--- config.mk ---
export PLATFORM = sky130hd
export DESIGN_NAME = blob_extent_position_normalizer_unit
export DESIGN_NICKNAME = d
export VERILOG_FILES = /design/src/rtl/bepn_pkg.sv /design/src/rtl/bepn_front.sv /design/src/rtl/bepn_fifo.sv /design/src/rtl/bepn_back.sv /design/src/rtl/blob_extent_position_normalizer_unit.sv
export VERILOG_INCLUDE_DIRS = /design/src /design/src/rtl
export SDC_FILE = /design/constraint.sdc
export NUM_CORES = 1
export LEC_CHECK = 0
export BUFFER_PORTS_ARGS = -buffer_cell sky130_fd_sc_hd__buf_4
export CAP_MARGIN = 10
export CORE_ASPECT_RATIO = 1.25
export CORE_MARGIN = 5
export CORE_UTILIZATION = 32
export DETAILED_ROUTE_END_ITERATION = 10
export MAX_ROUTING_LAYER = met4
export PLACE_DENSITY = 0.54
export SLEW_MARGIN = 20
export SYNTH_ARGS = -nofsm -noshare
export SYNTH_HDL_FRONTEND = slang
export SYNTH_HIERARCHICAL = 1
export SYNTH_SLANG_ARGS = --single-unit
--- constraint.sdc ---
create_clock -name clk -period 14.88 [get_ports clk]
set_clock_uncertainty 0.2 [all_clocks]
set_input_delay 1.488 -clock clk [delete_from_list [all_inputs] [get_ports clk]]
set_output_delay 1.488 -clock clk [all_outputs]
set_load 0.02 [all_outputs]
--- src/rtl/assert_macros.svh ---
// Assertion helpers shared by the RTL.
`ifndef ASSERT_MACROS_SVH
`define ASSERT_MACROS_SVH

// Same-cycle implication, held off during reset.
`define ASSERT_IMPLIES(label, clk, rst_n, a, c) \
    label: assert property (@(posedge clk) disable iff (!rst_n) (a) |-> (c)) \
        else $error("assertion failed: implication");

// Next-cycle implication, held off during reset.
`define ASSERT_NEXT(label, clk, rst_n, a, c) \
    label: assert property (@(posedge clk) disable iff (!rst_n) (a) |=> (c)) \
        else $error("assertion failed: next-cycle implication");

`endif

--- src/rtl/bepn_pkg.sv ---
`default_nettype none

package bepn_pkg;

    localparam int SENSOR_WIDTH  = 640;
    localparam int SENSOR_HEIGHT = 480;

    localparam int COORD_W = 10;
    localparam int LOW_W   = 11;
    localparam int SIZE_W  = 11;
    localparam int POS_W   = 16;

    // Back-end divider widths
    localparam int P2_W      = COORD_W + 2;   // pick in half pixels
    localparam int D_W       = P2_W + 1;      // signed offset from the origin
    localparam int N_W       = P2_W + POS_W;  // offset times 65535
    localparam int R_W       = P2_W + 1;      // partial remainder
    localparam int DIV_CNT_W = $clog2(POS_W);

    localparam logic [LOW_W-1:0] LOW_X_INIT = LOW_W'(SENSOR_WIDTH);
    localparam logic [LOW_W-1:0] LOW_Y_INIT = LOW_W'(SENSOR_HEIGHT);

    localparam int QUEUE_DEPTH = 2;
    localparam int QPTR_W      = $clog2(QUEUE_DEPTH);
    localparam int QCNT_W      = QPTR_W + 1;

    // Point selection codes; the unused code behaves as maximum
    localparam logic [1:0] PICK_MAX = 2'd0;
    localparam logic [1:0] PICK_MIN = 2'd1;
    localparam logic [1:0] PICK_MID = 2'd2;

    // Configuration register indexes
    localparam int CFG_IDX_W = 3;
    localparam int CFG_DATA_W = 11;
    localparam logic [CFG_IDX_W-1:0] REG_AREA_LEFT   = 3'd0;
    localparam logic [CFG_IDX_W-1:0] REG_AREA_TOP    = 3'd1;
    localparam logic [CFG_IDX_W-1:0] REG_AREA_WIDTH  = 3'd2;
    localparam logic [CFG_IDX_W-1:0] REG_AREA_HEIGHT = 3'd3;
    localparam logic [CFG_IDX_W-1:0] REG_X_PICK      = 3'd4;
    localparam logic [CFG_IDX_W-1:0] REG_Y_PICK      = 3'd5;
    localparam logic [CFG_IDX_W-1:0] REG_FLIP_X      = 3'd6;
    localparam logic [CFG_IDX_W-1:0] REG_FLIP_Y      = 3'd7;

    typedef struct packed {
        logic [COORD_W-1:0] point_x;
        logic [COORD_W-1:0] point_y;
        logic               frame_end;
    } in_item_t;

    typedef struct packed {
        logic [POS_W-1:0]   pos_x;
        logic [POS_W-1:0]   pos_y;
        logic [COORD_W-1:0] box_width;
        logic [COORD_W-1:0] box_height;
    } out_item_t;

    typedef struct packed {
        logic [COORD_W-1:0] area_left;
        logic [COORD_W-1:0] area_top;
        logic [SIZE_W-1:0]  area_width;
        logic [SIZE_W-1:0]  area_height;
        logic [1:0]         x_pick;
        logic [1:0]         y_pick;
        logic               flip_x;
        logic               flip_y;
    } cfg_t;

    // Frame extents handed from front to back
    typedef struct packed {
        logic [LOW_W-1:0]   low_x;
        logic [COORD_W-1:0] high_x;
        logic [LOW_W-1:0]   low_y;
        logic [COORD_W-1:0] high_y;
    } extent_t;

    typedef struct packed {
        logic full;
        logic empty;
    } q_status_t;

endpackage

`default_nettype wire

--- src/rtl/bepn_front.sv ---
`default_nettype none

module bepn_front (
    input  wire logic               clk,
    input  wire logic               rst_n,
    input  wire logic               in_valid,
    input  wire bepn_pkg::in_item_t in_data,
    input  wire logic               q_full,
    output logic                    in_stall,
    output logic                    push,
    output bepn_pkg::extent_t       push_data
);

    logic [bepn_pkg::LOW_W-1:0]   low_x_reg, low_x_next;
    logic [bepn_pkg::COORD_W-1:0] high_x_reg, high_x_next;
    logic [bepn_pkg::LOW_W-1:0]   low_y_reg, low_y_next;
    logic [bepn_pkg::COORD_W-1:0] high_y_reg, high_y_next;
    logic [bepn_pkg::LOW_W-1:0]   px_ext;
    logic [bepn_pkg::LOW_W-1:0]   py_ext;
    logic                         accept;
    logic [bepn_pkg::LOW_W-1:0]   upd_low_x;
    logic [bepn_pkg::COORD_W-1:0] upd_high_x;
    logic [bepn_pkg::LOW_W-1:0]   upd_low_y;
    logic [bepn_pkg::COORD_W-1:0] upd_high_y;

    // hold points off while the queue has no room
    assign in_stall = q_full;
    assign accept   = in_valid && !in_stall;
    assign push     = accept && in_data.frame_end;

    assign px_ext = {1'b0, in_data.point_x};
    assign py_ext = {1'b0, in_data.point_y};

    always_comb
    begin
        upd_low_x  = (px_ext < low_x_reg) ? px_ext : low_x_reg;
        upd_high_x = (in_data.point_x > high_x_reg) ? in_data.point_x : high_x_reg;
        upd_low_y  = (py_ext < low_y_reg) ? py_ext : low_y_reg;
        upd_high_y = (in_data.point_y > high_y_reg) ? in_data.point_y : high_y_reg;

        push_data.low_x  = upd_low_x;
        push_data.high_x = upd_high_x;
        push_data.low_y  = upd_low_y;
        push_data.high_y = upd_high_y;

        low_x_next  = low_x_reg;
        high_x_next = high_x_reg;
        low_y_next  = low_y_reg;
        high_y_next = high_y_reg;
        if (accept)
        begin
            if (in_data.frame_end)
            begin
                // re-arm for the next frame
                low_x_next  = bepn_pkg::LOW_X_INIT;
                high_x_next = '0;
                low_y_next  = bepn_pkg::LOW_Y_INIT;
                high_y_next = '0;
            end
            else
            begin
                low_x_next  = upd_low_x;
                high_x_next = upd_high_x;
                low_y_next  = upd_low_y;
                high_y_next = upd_high_y;
            end
        end
    end

    always_ff @(posedge clk or negedge rst_n)
    begin
        if (!rst_n)
        begin
            low_x_reg  <= bepn_pkg::LOW_X_INIT;
            high_x_reg <= '0;
            low_y_reg  <= bepn_pkg::LOW_Y_INIT;
            high_y_reg <= '0;
        end
        else
        begin
            low_x_reg  <= low_x_next;
            high_x_reg <= high_x_next;
            low_y_reg  <= low_y_next;
            high_y_reg <= high_y_next;
        end
    end

endmodule

`default_nettype wire

--- src/rtl/bepn_fifo.sv ---
`default_nettype none

module bepn_fifo (
    input  wire logic              clk,
    input  wire logic              rst_n,
    input  wire logic              push,
    input  wire bepn_pkg::extent_t wr_data,
    input  wire logic              pop,
    output bepn_pkg::extent_t      rd_data,
    output bepn_pkg::q_status_t    status
);

    bepn_pkg::extent_t             mem_reg [bepn_pkg::QUEUE_DEPTH];
    logic [bepn_pkg::QPTR_W-1:0]   wr_ptr_reg, wr_ptr_next;
    logic [bepn_pkg::QPTR_W-1:0]   rd_ptr_reg, rd_ptr_next;
    logic [bepn_pkg::QCNT_W-1:0]   count_reg, count_next;
    logic                          do_push;
    logic                          do_pop;

    assign status.full  = (count_reg == bepn_pkg::QCNT_W'(bepn_pkg::QUEUE_DEPTH));
    assign status.empty = (count_reg == '0);
    assign do_push = push && !status.full;
    assign do_pop  = pop && !status.empty;
    assign rd_data = mem_reg[rd_ptr_reg];

    always_comb
    begin
        wr_ptr_next = wr_ptr_reg;
        rd_ptr_next = rd_ptr_reg;
        count_next  = count_reg;
        if (do_push)
        begin
            wr_ptr_next = (wr_ptr_reg == bepn_pkg::QPTR_W'(bepn_pkg::QUEUE_DEPTH - 1))
                        ? '0 : wr_ptr_reg + 1'b1;
        end
        if (do_pop)
        begin
            rd_ptr_next = (rd_ptr_reg == bepn_pkg::QPTR_W'(bepn_pkg::QUEUE_DEPTH - 1))
                        ? '0 : rd_ptr_reg + 1'b1;
        end
        if (do_push && !do_pop)
            count_next = count_reg + 1'b1;
        else if (do_pop && !do_push)
            count_next = count_reg - 1'b1;
    end

    always_ff @(posedge clk)
    begin
        if (do_push)
            mem_reg[wr_ptr_reg] <= wr_data;
    end

    always_ff @(posedge clk or negedge rst_n)
    begin
        if (!rst_n)
        begin
            wr_ptr_reg <= '0;
            rd_ptr_reg <= '0;
            count_reg  <= '0;
        end
        else
        begin
            wr_ptr_reg <= wr_ptr_next;
            rd_ptr_reg <= rd_ptr_next;
            count_reg  <= count_next;
        end
    end

endmodule

`default_nettype wire

--- src/rtl/bepn_back.sv ---
`default_nettype none

module bepn_back (
    input  wire logic                clk,
    input  wire logic                rst_n,
    input  wire bepn_pkg::cfg_t      cfg,
    input  wire bepn_pkg::extent_t   rd_data,
    input  wire bepn_pkg::q_status_t q_status,
    output logic                     pop,
    output logic                     busy,
    output logic                     out_valid,
    input  wire logic                out_stall,
    output bepn_pkg::out_item_t      out_data
);

    typedef enum logic [1:0] {
        ST_IDLE,
        ST_DIV,
        ST_HOLD
    } state_t;

    typedef enum logic [1:0] {
        MODE_ZERO,
        MODE_FULL,
        MODE_DIV
    } mode_t;

    state_t                             state_reg, state_next;
    logic [bepn_pkg::DIV_CNT_W-1:0]     cnt_reg, cnt_next;
    mode_t                              mode_reg [2];
    mode_t                              mode_next [2];
    logic [bepn_pkg::R_W-1:0]           rem_reg [2];
    logic [bepn_pkg::R_W-1:0]           rem_next [2];
    logic [bepn_pkg::POS_W-1:0]         quo_reg [2];
    logic [bepn_pkg::POS_W-1:0]         quo_next [2];
    logic [bepn_pkg::P2_W-1:0]          div_reg [2];
    logic [bepn_pkg::P2_W-1:0]          div_next [2];
    logic [bepn_pkg::COORD_W-1:0]       bw_reg, bw_next;
    logic [bepn_pkg::COORD_W-1:0]       bh_reg, bh_next;
    logic                               out_valid_reg, out_valid_next;
    bepn_pkg::out_item_t                out_data_reg, out_data_next;

    logic [1:0]                         pick [2];
    logic [bepn_pkg::LOW_W-1:0]         lo [2];
    logic [bepn_pkg::COORD_W-1:0]       hi [2];
    logic [bepn_pkg::COORD_W-1:0]       origin [2];
    logic [bepn_pkg::SIZE_W-1:0]        size [2];
    logic                               flip [2];
    logic [bepn_pkg::P2_W-1:0]          p2 [2];
    logic [bepn_pkg::D_W-1:0]           d [2];
    logic [bepn_pkg::P2_W-1:0]          s2 [2];
    logic [bepn_pkg::N_W-1:0]           num [2];
    logic [bepn_pkg::R_W-1:0]           trial [2];
    logic [bepn_pkg::POS_W-1:0]         val [2];
    logic [bepn_pkg::LOW_W-1:0]         hi_ext_x;
    logic [bepn_pkg::LOW_W-1:0]         hi_ext_y;
    logic [bepn_pkg::LOW_W-1:0]         diff_x;
    logic [bepn_pkg::LOW_W-1:0]         diff_y;
    logic                               out_free;

    assign busy      = (state_reg != ST_IDLE);
    assign out_valid = out_valid_reg;
    assign out_data  = out_data_reg;
    assign out_free  = !out_valid_reg || !out_stall;
    assign pop       = (state_reg == ST_IDLE) && !q_status.empty;

    assign pick[0]   = cfg.x_pick;
    assign pick[1]   = cfg.y_pick;
    assign lo[0]     = rd_data.low_x;
    assign lo[1]     = rd_data.low_y;
    assign hi[0]     = rd_data.high_x;
    assign hi[1]     = rd_data.high_y;
    assign origin[0] = cfg.area_left;
    assign origin[1] = cfg.area_top;
    assign size[0]   = cfg.area_width;
    assign size[1]   = cfg.area_height;
    assign flip[0]   = cfg.flip_x;
    assign flip[1]   = cfg.flip_y;

    assign hi_ext_x = {1'b0, rd_data.high_x};
    assign hi_ext_y = {1'b0, rd_data.high_y};
    assign diff_x   = hi_ext_x - rd_data.low_x;
    assign diff_y   = hi_ext_y - rd_data.low_y;

    // Per-axis set-up: pick in half pixels, offset from origin, numerator d*65535
    always_comb
    begin
        for (int i = 0; i < 2; i++)
        begin
            case (pick[i])
                bepn_pkg::PICK_MIN: p2[i] = {lo[i], 1'b0};
                bepn_pkg::PICK_MID: p2[i] = {1'b0, lo[i]} + {2'b00, hi[i]};
                default:            p2[i] = {1'b0, hi[i], 1'b0};
            endcase
            d[i]   = {1'b0, p2[i]} - {2'b00, origin[i], 1'b0};
            s2[i]  = {size[i], 1'b0};
            num[i] = {d[i][bepn_pkg::P2_W-1:0], 16'h0000}
                   - {16'h0000, d[i][bepn_pkg::P2_W-1:0]};
            // one restoring step: bring down next numerator bit
            trial[i] = {rem_reg[i][bepn_pkg::R_W-2:0], quo_reg[i][bepn_pkg::POS_W-1]};
            case (mode_reg[i])
                MODE_ZERO: val[i] = '0;
                MODE_FULL: val[i] = '1;
                default:   val[i] = quo_reg[i];
            endcase
            if (flip[i])
                val[i] = ~val[i];
        end
    end

    always_comb
    begin
        state_next     = state_reg;
        cnt_next       = cnt_reg;
        bw_next        = bw_reg;
        bh_next        = bh_reg;
        out_valid_next = out_valid_reg;
        out_data_next  = out_data_reg;
        for (int i = 0; i < 2; i++)
        begin
            mode_next[i] = mode_reg[i];
            rem_next[i]  = rem_reg[i];
            quo_next[i]  = quo_reg[i];
            div_next[i]  = div_reg[i];
        end

        if (out_valid_reg && !out_stall)
            out_valid_next = 1'b0;

        unique case (state_reg)
            ST_IDLE:
            begin
                if (!q_status.empty)
                begin
                    for (int i = 0; i < 2; i++)
                    begin
                        if (size[i] == '0 || d[i][bepn_pkg::D_W-1] || d[i] == '0)
                            mode_next[i] = MODE_ZERO;
                        else if (d[i][bepn_pkg::P2_W-1:0] >= s2[i])
                            mode_next[i] = MODE_FULL;
                        else
                            mode_next[i] = MODE_DIV;
                        // numerator/divisor < 2^16, so the top bits start below the divisor
                        rem_next[i] = {1'b0, num[i][bepn_pkg::N_W-1:bepn_pkg::POS_W]};
                        quo_next[i] = num[i][bepn_pkg::POS_W-1:0];
                        div_next[i] = s2[i];
                    end
                    bw_next    = (hi_ext_x >= rd_data.low_x)
                               ? diff_x[bepn_pkg::COORD_W-1:0] : '0;
                    bh_next    = (hi_ext_y >= rd_data.low_y)
                               ? diff_y[bepn_pkg::COORD_W-1:0] : '0;
                    cnt_next   = '0;
                    state_next = ST_DIV;
                end
            end
            ST_DIV:
            begin
                for (int i = 0; i < 2; i++)
                begin
                    if (trial[i] >= {1'b0, div_reg[i]})
                    begin
                        rem_next[i] = trial[i] - {1'b0, div_reg[i]};
                        quo_next[i] = {quo_reg[i][bepn_pkg::POS_W-2:0], 1'b1};
                    end
                    else
                    begin
                        rem_next[i] = trial[i];
                        quo_next[i] = {quo_reg[i][bepn_pkg::POS_W-2:0], 1'b0};
                    end
                end
                cnt_next = cnt_reg + 1'b1;
                if (cnt_reg == '1)
                    state_next = ST_HOLD;
            end
            ST_HOLD:
            begin
                if (out_free)
                begin
                    out_valid_next           = 1'b1;
                    out_data_next.pos_x      = val[0];
                    out_data_next.pos_y      = val[1];
                    out_data_next.box_width  = bw_reg;
                    out_data_next.box_height = bh_reg;
                    state_next               = ST_IDLE;
                end
            end
            default:
            begin
                state_next = ST_IDLE;
            end
        endcase
    end

    always_ff @(posedge clk)
    begin
        for (int i = 0; i < 2; i++)
        begin
            mode_reg[i] <= mode_next[i];
            rem_reg[i]  <= rem_next[i];
            quo_reg[i]  <= quo_next[i];
            div_reg[i]  <= div_next[i];
        end
        bw_reg       <= bw_next;
        bh_reg       <= bh_next;
        cnt_reg      <= cnt_next;
        out_data_reg <= out_data_next;
    end

    always_ff @(posedge clk or negedge rst_n)
    begin
        if (!rst_n)
        begin
            state_reg     <= ST_IDLE;
            out_valid_reg <= 1'b0;
        end
        else
        begin
            state_reg     <= state_next;
            out_valid_reg <= out_valid_next;
        end
    end

endmodule

`default_nettype wire

--- src/rtl/blob_extent_position_normalizer_unit.sv ---
// Blob extent position normaliser.
// Input channel (in_valid / in_stall / in_data): one contour vertex per transfer,
// frame_end set on the last vertex of a frame. Vertices are taken one per cycle;
// in_stall rises only while the two-entry frame queue between front and back is full.
// Output channel (out_valid / out_stall / out_data): one result per frame, holding the
// Q0.16 position on each axis and the box width and height.
// A frame goes from the frame_end transfer through the queue, the back-end set-up,
// the 16-step restoring divider (one quotient bit per cycle, both axes side by side)
// and the hold state to out_valid. The back end takes its next frame only once idle;
// later frames' vertices keep streaming at one per cycle while the queue has room.
// A stalled output holds its result; the back end finishes its next frame and waits
// for the output register to free up, and the queue then fills and stalls the input.
// Configuration: cfg_write / cfg_index / cfg_data, to be written while the block is idle;
// the block does not enforce this. Reset (rst_n, asynchronous, active low) restores the
// register defaults, re-arms the extents and empties the queue and output.
`default_nettype none

`include "assert_macros.svh"

module blob_extent_position_normalizer_unit (
    input  wire logic                                clk,
    input  wire logic                                rst_n,
    input  wire logic                                in_valid,
    output logic                                     in_stall,
    input  wire bepn_pkg::in_item_t                  in_data,
    output logic                                     out_valid,
    input  wire logic                                out_stall,
    output bepn_pkg::out_item_t                      out_data,
    input  wire logic                                cfg_write,
    input  wire logic [bepn_pkg::CFG_IDX_W-1:0]      cfg_index,
    input  wire logic [bepn_pkg::CFG_DATA_W-1:0]     cfg_data
);

    bepn_pkg::cfg_t      cfg_reg, cfg_next;
    logic                push;
    bepn_pkg::extent_t   push_data;
    bepn_pkg::extent_t   rd_data;
    bepn_pkg::q_status_t q_status;
    logic                pop;
    logic                back_busy;

    always_comb
    begin
        cfg_next = cfg_reg;
        if (cfg_write)
        begin
            unique case (cfg_index)
                bepn_pkg::REG_AREA_LEFT:   cfg_next.area_left   = cfg_data[9:0];
                bepn_pkg::REG_AREA_TOP:    cfg_next.area_top    = cfg_data[9:0];
                bepn_pkg::REG_AREA_WIDTH:  cfg_next.area_width  = cfg_data;
                bepn_pkg::REG_AREA_HEIGHT: cfg_next.area_height = cfg_data;
                bepn_pkg::REG_X_PICK:      cfg_next.x_pick      = cfg_data[1:0];
                bepn_pkg::REG_Y_PICK:      cfg_next.y_pick      = cfg_data[1:0];
                bepn_pkg::REG_FLIP_X:      cfg_next.flip_x      = cfg_data[0];
                bepn_pkg::REG_FLIP_Y:      cfg_next.flip_y      = cfg_data[0];
                default:                   cfg_next             = cfg_reg;
            endcase
        end
    end

    always_ff @(posedge clk or negedge rst_n)
    begin
        if (!rst_n)
        begin
            cfg_reg.area_left   <= '0;
            cfg_reg.area_top    <= '0;
            cfg_reg.area_width  <= 11'd640;
            cfg_reg.area_height <= 11'd480;
            cfg_reg.x_pick      <= bepn_pkg::PICK_MAX;
            cfg_reg.y_pick      <= bepn_pkg::PICK_MAX;
            cfg_reg.flip_x      <= 1'b0;
            cfg_reg.flip_y      <= 1'b0;
        end
        else
        begin
            cfg_reg <= cfg_next;
        end
    end

    bepn_front u_front (
        .clk       (clk),
        .rst_n     (rst_n),
        .in_valid  (in_valid),
        .in_data   (in_data),
        .q_full    (q_status.full),
        .in_stall  (in_stall),
        .push      (push),
        .push_data (push_data)
    );

    bepn_fifo u_fifo (
        .clk     (clk),
        .rst_n   (rst_n),
        .push    (push),
        .wr_data (push_data),
        .pop     (pop),
        .rd_data (rd_data),
        .status  (q_status)
    );

    bepn_back u_back (
        .clk       (clk),
        .rst_n     (rst_n),
        .cfg       (cfg_reg),
        .rd_data   (rd_data),
        .q_status  (q_status),
        .pop       (pop),
        .busy      (back_busy),
        .out_valid (out_valid),
        .out_stall (out_stall),
        .out_data  (out_data)
    );

    // a frame_end transfer always lands in the queue
    `ASSERT_NEXT(a_frame_queued, clk, rst_n, in_valid && !in_stall && in_data.frame_end, !q_status.empty)
    // an idle back end picks up a waiting frame at once
    `ASSERT_NEXT(a_back_starts, clk, rst_n, !q_status.empty && !back_busy, back_busy)
    // no pop from the queue while the back end is mid-frame
    `ASSERT_IMPLIES(a_pop_idle, clk, rst_n, pop, !back_busy && !q_status.empty)

endmodule

`default_nettype wire
==> run_results.csv, run 1 <==
group,metric,value,unit
clock_tree,cts.sink_count,339,
power,power.leakage,0.009514,uW
power,p_per_area,245.6,nW/um2
floorplanning,coreArea,64540,um2
logic_synthesis,syn_inst,1886,
route,wire_per_inst,17.80,um
clock_tree,cts_buffers,39,
finish,area_growth,13.43,%
sta,rsz0062_at_grt,"no",
route,firstDrtPassIters,5,
finish,drive_gt1_frac,0.1839,
place,placedInstanceArea,22290,um2
clock_tree,post_cts_resized,0,
finish,layout_common_cells,"edfxtp_1, inv_1, ha_1",
clock_tree,ctsHoldBuffers,0,
finish,fin_nets,2144,
floorplanning,die_x,238.3,um
outcome,outcome,"complete, no violations",
hold_path,hold_path_class,"reg2reg",
sta,slew_headroom,0.2909,
power,power,5806,uW
clock_tree,clk-insertion-delay-late,0.55,ns
place,place.gp.congestion,0.8638,
route,dr_total_vias,14360,
route,viasPerCell,5.079,
finish,diodes,0,
clock_tree,h-tree-depth,2,
finish,largest_reg_flops,84,
floorplanning,die_h,295.3,um
worst_setup_path,path_class,"reg2reg",
logic_synthesis,avgSynthCellArea,11.05,um2
finish,fillerInstances,6386,
sta,setup_tns,0,ns
clock_tree,clk_pin_slew,0.06,ns
sta,setup_viol,0,
sta,hold_viol_final,0,
finish,final_util,0.3663,
route,ant_nets,0,
floorplanning,initial_core_util,0.3229,
place,dp_hpwl,37270,um
worst_setup_path,required,14.98,ns
place,dp_worst_setup_slack,8.158,ns
worst_setup_path,start_kind,"flip-flop",
sta,finalCritPeriodShare,0.4516,
global_routing,grt_usage,0.1447,
worst_setup_path,critPathCaptureType,"flip-flop",
global_routing,grt.overflow.total,0,
route,drc_errors,0,
clock_tree,clock_path_buffers,3,
worst_setup_path,cp_data_arrival_time,6.82,ns
place,numPortBuffers,93,
floorplanning,ioPinCount,94,
finish,final_common_cell,"edfxtp_1",
clock_tree,cts_setup_buffers,0,
finish,final_cell_area,23640,um2
global_routing,grt_max_degree,72,
floorplanning,die_area,70360,um2
clock_tree,cts_tree,"yes",
global_routing,grt_pass1_vias,14470,
clock_tree,clockRootBuffer,"clkbuf_16",
logic_synthesis,synth_area,20840,um2
sta,setup_slack,8.161,ns
global_routing,antenna_found_initial,1,
sta,worst_pin_slew,1.061,ns
floorplanning,rows,104,
sta,maxSlewViolCount,0,
flow_run,cap_violations,0,
power,ir_drop,0.0001046,V
global_routing,grt_first_pass_wirelength,80140,um
sta,period_minus_slack,6.719,ns
route,dr.first_iter.drc_count,739,
sta,fmax,148.8,MHz
route,routed_wl,50330,um
logic_synthesis,yosysWarnings,6,
worst_setup_path,path_max_fanout,22,
## routing by layer
metal / global-route usage / routed length, um
met5: - / 0
met4: 0.03864 / 1263
met3: 0.02137 / 1855
met2: 0.2470 / 25050
met1: 0.1806 / 22150
## per-stage QoR
step | instances | hold slack [ns]
floorplan | 1887 | 0.2003
global route | 2827 | 0.2245
CTS | 2827 | 0.2138
global placement | 2757 | 0.2066
detailed placement | 2757 | 0.2052
finish | 2827 | 0.2104
## worst paths after layout
kind / slack (ns) / cells after the start / start / end
hold reg to reg: 0.21 / 0 / u_back/bw_reg[5] / u_back/out_data[15]
setup reg to reg: 8.16 / 24 / u_fifo/rd_ptr_reg / u_back/mode_reg[0][3]
max in group asynchronous: 12.52 / 2 / rst_n / u_fifo/rd_ptr_reg
setup / recovery: 8.16 / 24 / u_fifo/rd_ptr_reg / u_back/mode_reg[0][3]
hold / removal: 0.21 / 0 / u_back/bw_reg[5] / u_back/out_data[15]
min in group asynchronous: 0.72 / 1 / rst_n / u_front/low_x_reg[5]
## final cells by class
cell class | instances | area (um2) | area share
Clock inverter | 25 | 275.3 | 0.01164
Multi-Input combinational cell | 1282 | 10060 | 0.4257
Clock buffer | 45 | 1051 | 0.04446
Sequential cell | 339 | 9711 | 0.4108
Tap cell | 848 | 1061 | 0.04488
Timing Repair Buffer | 106 | 795.8 | 0.03366
Inverter | 182 | 683.2 | 0.02890
## worst max-delay path: stages, from the launching register on
cell and delay [ns]:
dfrtp_2 0.79, buf_4 0.48, mux2_4 0.36, ha_1 0.39
nand2b_1 0.18, a21oi_1 0.23, o21bai_1 0.10, a21oi_1 0.21
nor2_1 0.08, xnor2_1 0.12, a221oi_1 0.27, a21oi_1 0.08
ha_1 0.45, and3b_1 0.21, a211oi_1 0.20, o211ai_1 0.27
ha_1 0.41, o21a_1 0.13, o21a_1 0.11, o21ai_0 0.07
o21bai_1 0.15, a21oi_1 0.10, maj3_1 0.36, maj3_1 0.37
nor2b_1 0.14
## report_power, final
group / switching (uW) / internal, uW
Combinational: 1860 / 1330
Sequential: 180 / 1440
Clock: 401 / 597
(Power assumes the default switching activity.)
==> run 2: changes to the inputs <==
- clock period: 14.88 -> 6.93 ns (I/O delays scaled with it)
==> run 2 against run 1 <==
  * Clock-buffer cell count is 1 higher
  * Via count decreased by 0.55%
  * Wire length increased by 0.64%
  * Clock power rose by 100%
  * Sequential share of layout area up 0.050 points
  * Power rose by 110%
  * Sequential power rose by 110%
==> run_results.csv, run 2 (synthesis gave the netlist of run 1 again) <==
group,metric,value,unit
finish,finalNonFillerCells,2833,
sta,setup_tns,0,ns
clock_tree,ctsHoldBuffers,1,
floorplanning,ioPinCount,94,
finish,largest_reg_flops,84,
power,ir_drop,0.0001806,V
sta,maxSlewViolCount,0,
global_routing,grt.overflow.total,0,
worst_setup_path,rr_worst_depth,23,
worst_setup_path,path_class,"reg2reg",
clock_tree,clockRootBuffer,"clkbuf_16",
sta,finalCritPeriodShare,0.9057,
global_routing,grt_max_degree,61,
worst_setup_path,critPathCaptureType,"flip-flop",
route,firstDrtPassIters,5,
clock_tree,cts.sink_count,339,
clock_tree,cts_buffers,39,
finish,drive_gt1_frac,0.1854,
route,viasPerCell,5.040,
finish,multiInputGateArea,10060,um2
place,placed_cells,2761,
sta,rsz0062_at_grt,"no",
floorplanning,rows,104,
finish,final_cell_area,23610,um2
sta,setup_viol,0,
clock_tree,post_cts_resized,0,
finish,layout_common_cells,"edfxtp_1, inv_1, ha_1",
finish,area_growth,13.29,%
finish,fin_nets,2149,
finish,final_common_cell,"edfxtp_1",
clock_tree,cts_tree,"yes",
place,placedInstanceArea,22350,um2
global_routing,grt_first_pass_wirelength,80400,um
global_routing,grt_usage,0.1457,
clock_tree,clk-insertion-delay-late,0.55,ns
clock_tree,clock_path_buffers,3,
sta,worst_pin_slew,1.107,ns
outcome,outcome,"complete, no violations",
sta,period_minus_slack,6.277,ns
hold_path,hold_path_class,"in2reg",
worst_setup_path,required,7.03,ns
finish,diodes,0,
sta,slew_headroom,0.2603,
floorplanning,initial_core_util,0.3229,
power,power,12400,uW
floorplanning,coreArea,64540,um2
route,ant_nets,0,
route,dr.first_iter.drc_count,819,
hold_path,min_path_cells,3,
route,drc_errors,0,
place,numPortBuffers,93,
route,dr_total_vias,14280,
floorplanning,die_h,295.3,um
clock_tree,h-tree-depth,2,
worst_setup_path,cp_data_arrival_time,6.37,ns
worst_setup_path,start_kind,"flip-flop",
global_routing,grt_pass1_vias,14570,
power,power.leakage,0.009521,uW
worst_setup_path,reg2reg_slack,0.65,ns
place,place.gp.congestion,0.8992,
route,wire_per_inst,17.88,um
route,routed_wl,50650,um
global_routing,antenna_found_initial,1,
sta,fmax,159.3,MHz
flow_run,cap_violations,0,
floorplanning,die_x,238.3,um
sta,hold_viol_final,0,
finish,final-seq-area,9711,um2
place,dp_hpwl,37560,um
sta,hold_ws,0.2064,ns
worst_setup_path,path_max_fanout,19,
clock_tree,clk_pin_slew,0.06,ns
finish,fillerInstances,6438,
clock_tree,cts_setup_buffers,0,
floorplanning,die_area,70360,um2
power,p_per_area,525.1,nW/um2
==> run 2: cell types whose count changed in the layout (fill, tap and decap cells not counted), moves of 2 or more <==
cell / before / now
bufinv_16: 5 / 2
buf_4: 106 / 109
clkbuf_1: 3 / 5
clkinvlp_4: 5 / 2
clkinv_2: 5 / 9
==> run 2: worst max-delay path: stages, from the launching register on <==
cell and delay (ns):
dfrtp_2 0.75, buf_12 0.23, mux2_4 0.34, fa_1 0.47, nor2b_1 0.15, o21a_1 0.19, o21ai_0 0.16, a21oi_1 0.12
nor2_1 0.13, xor2_1 0.08, a221oi_1 0.26, a21oi_1 0.07, ha_1 0.44, o21a_1 0.15, o21ai_0 0.06, a41oi_1 0.35
o21ai_0 0.29, and2_1 0.24, ha_1 0.28, o21a_1 0.11, o22ai_1 0.07, maj3_1 0.36, maj3_1 0.37, nor2b_1 0.14
==> run 2: final timing paths <==
kind | from | to
worst max-delay path | u_fifo/rd_ptr_reg | u_back/mode_reg[0][1]
worst min-delay path | out_stall | u_back/out_valid
worst max register to register | u_fifo/rd_ptr_reg | u_back/mode_reg[0][1]
worst min register to register | u_back/bw_reg[9] | u_back/out_data[19]
max in group asynchronous | rst_n | u_fifo/rd_ptr_reg
min in group asynchronous | rst_n | u_front/high_x_reg[5]
==> run 2: cell type report <==
cell class | instances | area share
inverter | 182 | 0.02893
multi-input combinational | 1282 | 0.4261
sequential | 339 | 0.4113
timing repair buffer | 111 | 0.03593
clock inverter | 25 | 0.008585
clock buffer | 46 | 0.04425
tap | 848 | 0.04494
==> run 2: metal layers <==
metal | vias up | GRT usage | part of all wire
met5 | - | - | 0
met4 | 0 | 0.04285 | 0.027
met3 | 77 | 0.02594 | 0.043
met2 | 272 | 0.2501 | 0.50
met1 | 6950 | 0.1763 | 0.43
li1 | 6980 | - | -
==> run 2: stage by stage <==
step | util | worst slack (ns)
floorplan | - | 1.361
global placement | 0.3461 | 0.7750
detailed placement | 0.3463 | 0.6531
CTS | 0.3658 | 0.6418
global route | 0.3658 | 0.1921
finish | 0.3658 | 0.6534
==> run 2: power by group <==
part | switching, uW | internal, uW
Sequential | 384 | 3090
Clock | 857 | 1170
Combinational | 4030 | 2870
